==> src/rtl/core/fspc_mul.sv <==
// Shared signed 33x33 multiplier with a registered product.
module fspc_mul (
  input  logic               clk,
  input  logic signed [32:0] a,
  input  logic signed [32:0] b,
  output logic signed [65:0] prod
);

  // One product per cycle, registered before use.
  always_ff @(posedge clk) begin
    prod <= a * b;
  end

endmodule

==> config.mk <==
export PLATFORM = sky130hd
export DESIGN_NAME = fspc_mul
export DESIGN_NICKNAME = d
export VERILOG_FILES = /design/src/rtl/core/fspc_mul.sv
export SDC_FILE = /design/constraint.sdc
export NUM_CORES = 2
export LEC_CHECK = 0
export BUFFER_PORTS_ARGS = -buffer_cell sky130_fd_sc_hd__buf_2
export CAP_MARGIN = 20
export CORE_UTILIZATION = 45
export DETAILED_ROUTE_END_ITERATION = 8
export GPL_TIMING_DRIVEN = 0
export PLACE_DENSITY = 0.65
export SETUP_SLACK_MARGIN = 0.4
export SYNTH_ARGS = -nofsm -noshare
export SYNTH_HDL_FRONTEND = slang
export SYNTH_SLANG_ARGS = --single-unit
export TNS_END_PERCENT = 100
==> constraint.sdc <==
create_clock -name clk -period 10.7 [get_ports clk]
set_clock_uncertainty 0.2 [all_clocks]
set_input_delay 2.675 -clock clk [delete_from_list [all_inputs] [get_ports clk]]
set_output_delay 2.675 -clock clk [all_outputs]
set_load 0.02 [all_outputs]
# Word-level counts from Yosys, hierarchy flattened
# Index checks and enable logic that the tools add are counted.
[word_totals]
register_bits = 66
inputBits = 67
word_cells = 2
[op_classes]
mul = 1
[op_table]
columns = ["operator", "n"]
rows = [
  ["multiplier 33 x 33 -> 66 bit", 1],
]

# Logic depth before layout (Yosys ltp)
[depth]
word_depth = 1
ltp_mapped = 27
mapped_depth_nobuf = 26

# Worst setup path after synthesis
# No wires, ideal clock.
[synth_timing]
kind = "in2reg"
startpoint = "in a[32]"
endpoint = "reg prod[62]"
setup_ps = 79
arrival_time_ps = 9832
path_slack_ps = 589
cell_stages = 23
path_buffers = 2
path_cell_list = "clkbuf_1 nand2_1 inv_1 fa_1 fa_1 fa_1 fa_1 fa_1 fa_1 fa_1 inv_1 fa_1 inv_1 ha_1 clkbuf_1 and3_1 nand3_1 nand2b_1 a2111oi_4 a211oi_4 a21o_2 a21o_1 a211oi_2"
[synth_between]
elab_chain_len = 1
[synth_rtl]
columns = ["item", "line_no", "text"]
rows = [
  ["from (decl)", "4", "input logic signed [32:0] a,"],
  ["multiplier 33 x 33 -> 66 bit", "11", "prod <= a * b;"],
  ["to (signal assigned)", "11", ""],
  ["to (decl)", "6", "output logic signed [65:0] prod"],
]
# Every way passes these cells.

# Worst setup path after layout
[layout_timing]
startpoint = "in a[1]"
endpoint = "reg prod[64]"
# Same word-level chain as after synthesis.

==> metrics.md <==
| Metric | Value |
|---|---|
| Min Tclk post-route | 10.23 ns |
| Fillers | 8513 |
| GRT Total Usage | between 30% and 40% |
| DRT antenna net count | 0 |
| GRT overflow | 0 |
| HPWL Detailed | ~120000 um |
| Pre-CTS setup slack | -1.36 ns |
| DRC | 0 |
| Startpoint types | input pin |
| Global-route wire length before repair | 211000 um |
| Cell area after layout | roughly 44000 um^2 |
| Final setup TNS | 0 ns |
| Hold-fix buffers, CTS | 0 |
| RSZ-0062 raised after global routing | false |
| Initial antenna violation count | 21 |
| Commonest non-fill, non-tap cell in the layout | fa_1 |
| Post-synth top flop | dfxtp_1 |
| Status | completed |
| Mapped Cells | roughly 4300 |
| Iter 0 DRT Violations | between 2000 and 3000 |
| Layout cells sized above 1 | under 10% |
| Core Rows | between 100 and 150 |
| CP required | about 11 ns |
| Vias in the first global route | around 33000 |
| EDFF count, synth | 0 |
| Layout Nets | 5928 |
| Max Cap Violations | 0 |
| Top cell type's share of synthesized area | 56.3% |
| Setup CP Type | input pin to flop |
| I/O pin count | about 130 |
| Worst EP arrival | a little over 10 ns |
| Pin count of the biggest net entering global routing | 19 |
| CTS tree | yes |
| Clk sinks | 66 |
| Area Growth Syn to Fin | 8.11% |
| Hold_sp | a[0] |
| Final hold slack | about 2.5 ns |
| WL per Instance | ~25 um |
| Final period util | around 96% |
| Post-synth top area cell | fa_1 |
| #FFs+latches synth | 66 |
| Cell Area, Placed | around 43000 um^2 |
| Core area | 89100 um^2 |
| Clock transition at the registers of the reported paths | 0.08 ns |
| CTS max path bufs | 2 |
| Origin of the worst setup path | a[1] |
| Main area contributors after synthesis | fa_1, inv_1, and2_1 |
| Final worst setup slack | around 0.47 ns |
| Total wire length | between 100000 and 150000 um |
| CP max FO | 11 |
| Max Clock Freq | a little under 0.1 GHz |
| Die area | about 92000 um^2 |
| Finish-stage setup viols | 0 |
| Asr flop ratio synth | 0% |
| Slew Viols, Final | 0 |
| Total CTS buffers | 9 |
| Initial Utilization | roughly 46% |
| Sequential fraction of the synthesis area | about 3.2% |
| Largest register FFs | 66 |
| Drt pass-1 iters | 6 |
| Hold Path Class | input pin to flop |
| Hold Violations, Final | 0 |
| Nature of the critical path endpoint | flop |
| Die W | slightly above 300 um |
| Cell variety after synth | 80 |
| Synthesized net count | 5767 |
| RD Place Congestion | about 1.0 |
| Largest Register | prod |
| H-tree Lvls | 3 |
| Syn Std Cell Area | ~41000 um^2 |
| Port bufs | ~130 |
| Via count | between 30000 and 40000 |
| Commonest cells after routing, fill and taps aside | fa_1, inv_1, and2_1 |
| Worst Tran Pin Value | 0.962 ns |
| Syn Area/Cell | approximately 9.4 um^2 |
| Syn. warnings | 0 |
| Top Registers | prod: 66 flops |
| CTS root buffer | clkbuf_16 |
| Slew headroom | 35.9% |
| Die Y | just over 300 um |
| Via-per-instance ratio | roughly 5.4 |
-- path summary, 6_finish.rpt --
kind | slack (ns) | endpoint | cells past startpoint
max | 0.47 | prod[64] | 22
min | 2.49 | prod[0] | 2
-- final cells by class --
class,instances,area [um^2],area share [%]
Multi-Input combinational cell,2920,34500,78.3
Inverter,1131,4250,9.66
Tap cell,1165,1460,3.31
Sequential cell,66,1320,3.00
Buffer,221,1250,2.84
Timing Repair Buffer,150,936,2.13
Clock buffer,9,225,0.511
Clock inverter,7,77.6,0.176
Antenna cell,9,22.5,0.0511
-- cells in the mapped netlist, types with 3 or more instances --
cell,n
a21o_1,36
clkbuf_1,208
nand2b_1,12
a211oi_1,7
o21bai_1,11
a31oi_1,8
a211o_1,6
o21ai_1,6
ha_1,217
o31ai_4,3
nand2_1,551
o21ai_0,25
fa_1,1145
or2_2,3
a211oi_2,3
inv_1,1131
a21oi_2,3
and3_1,5
o21a_1,6
nand4_1,11
o211ai_1,4
and4_1,5
dfxtp_1,66
xor2_1,25
nor2b_1,5
xnor2_1,43
nor3_1,7
buf_2,11
nor2_1,68
nand3_1,25
and2_1,562
or3_1,3
a21oi_1,57
-- per-stage QoR --
stage	instances	util (%)
2_1_floorplan	4338	-
3_3_place_gp	5635	48.1
3_5_place_dp	5638	48.2
4_1_cts	5662	49.0
5_1_grt	5671	49.4
6_report	5678	49.4
-- kinds of logic after synthesis --
family                     count (synthesis)  synth area share [%]
buffers and inverters                   1352                  12.5
adders and majority gates               1362                  62.9
DFF                                       66                  3.24
and+or+nand+nor                         1271                  15.8
AOI/OAI and AO/OA                        219                  4.07
xor gates and xnor gates                  68                  1.46
-- critical path, stage by stage --
cell and delay, ns:
buf_2 0.24, clkbuf_1 0.74, nor2_1 0.15, fa_1 0.42, fa_1 0.48, fa_1 0.59
fa_1 0.51, fa_1 0.61, fa_1 0.46, fa_1 0.49, inv_1 0.05, fa_1 0.47
inv_1 0.04, ha_1 0.46, nand2_1 0.25, o21bai_2 0.28, a31oi_1 0.17, o221a_2 0.33
or2_2 0.34, nand3_2 0.23, a211oi_1 0.12, a311oi_1 0.23
-- routing by layer --
layer / track usage (%) / vias up / routed length, um
met1: 41.9 / 16200 / 53500
li1: - / 12700 / -
met4: 18.5 / 10 / 9560
met5: 0 / - / 59
met2: 50.8 / 1645 / 65500
met3: 7.63 / 388 / 14100
-- repair_timing --
item,4_1_cts,5_1_grt
resized for setup,154,255
pin swaps,6,13
setup endpoints to repair,30,23
buffers inserted,8,7
Power is left out: the tool's default activity adds up to more than one toggle a clock period on the data nets, which glitch-free logic cannot reach.
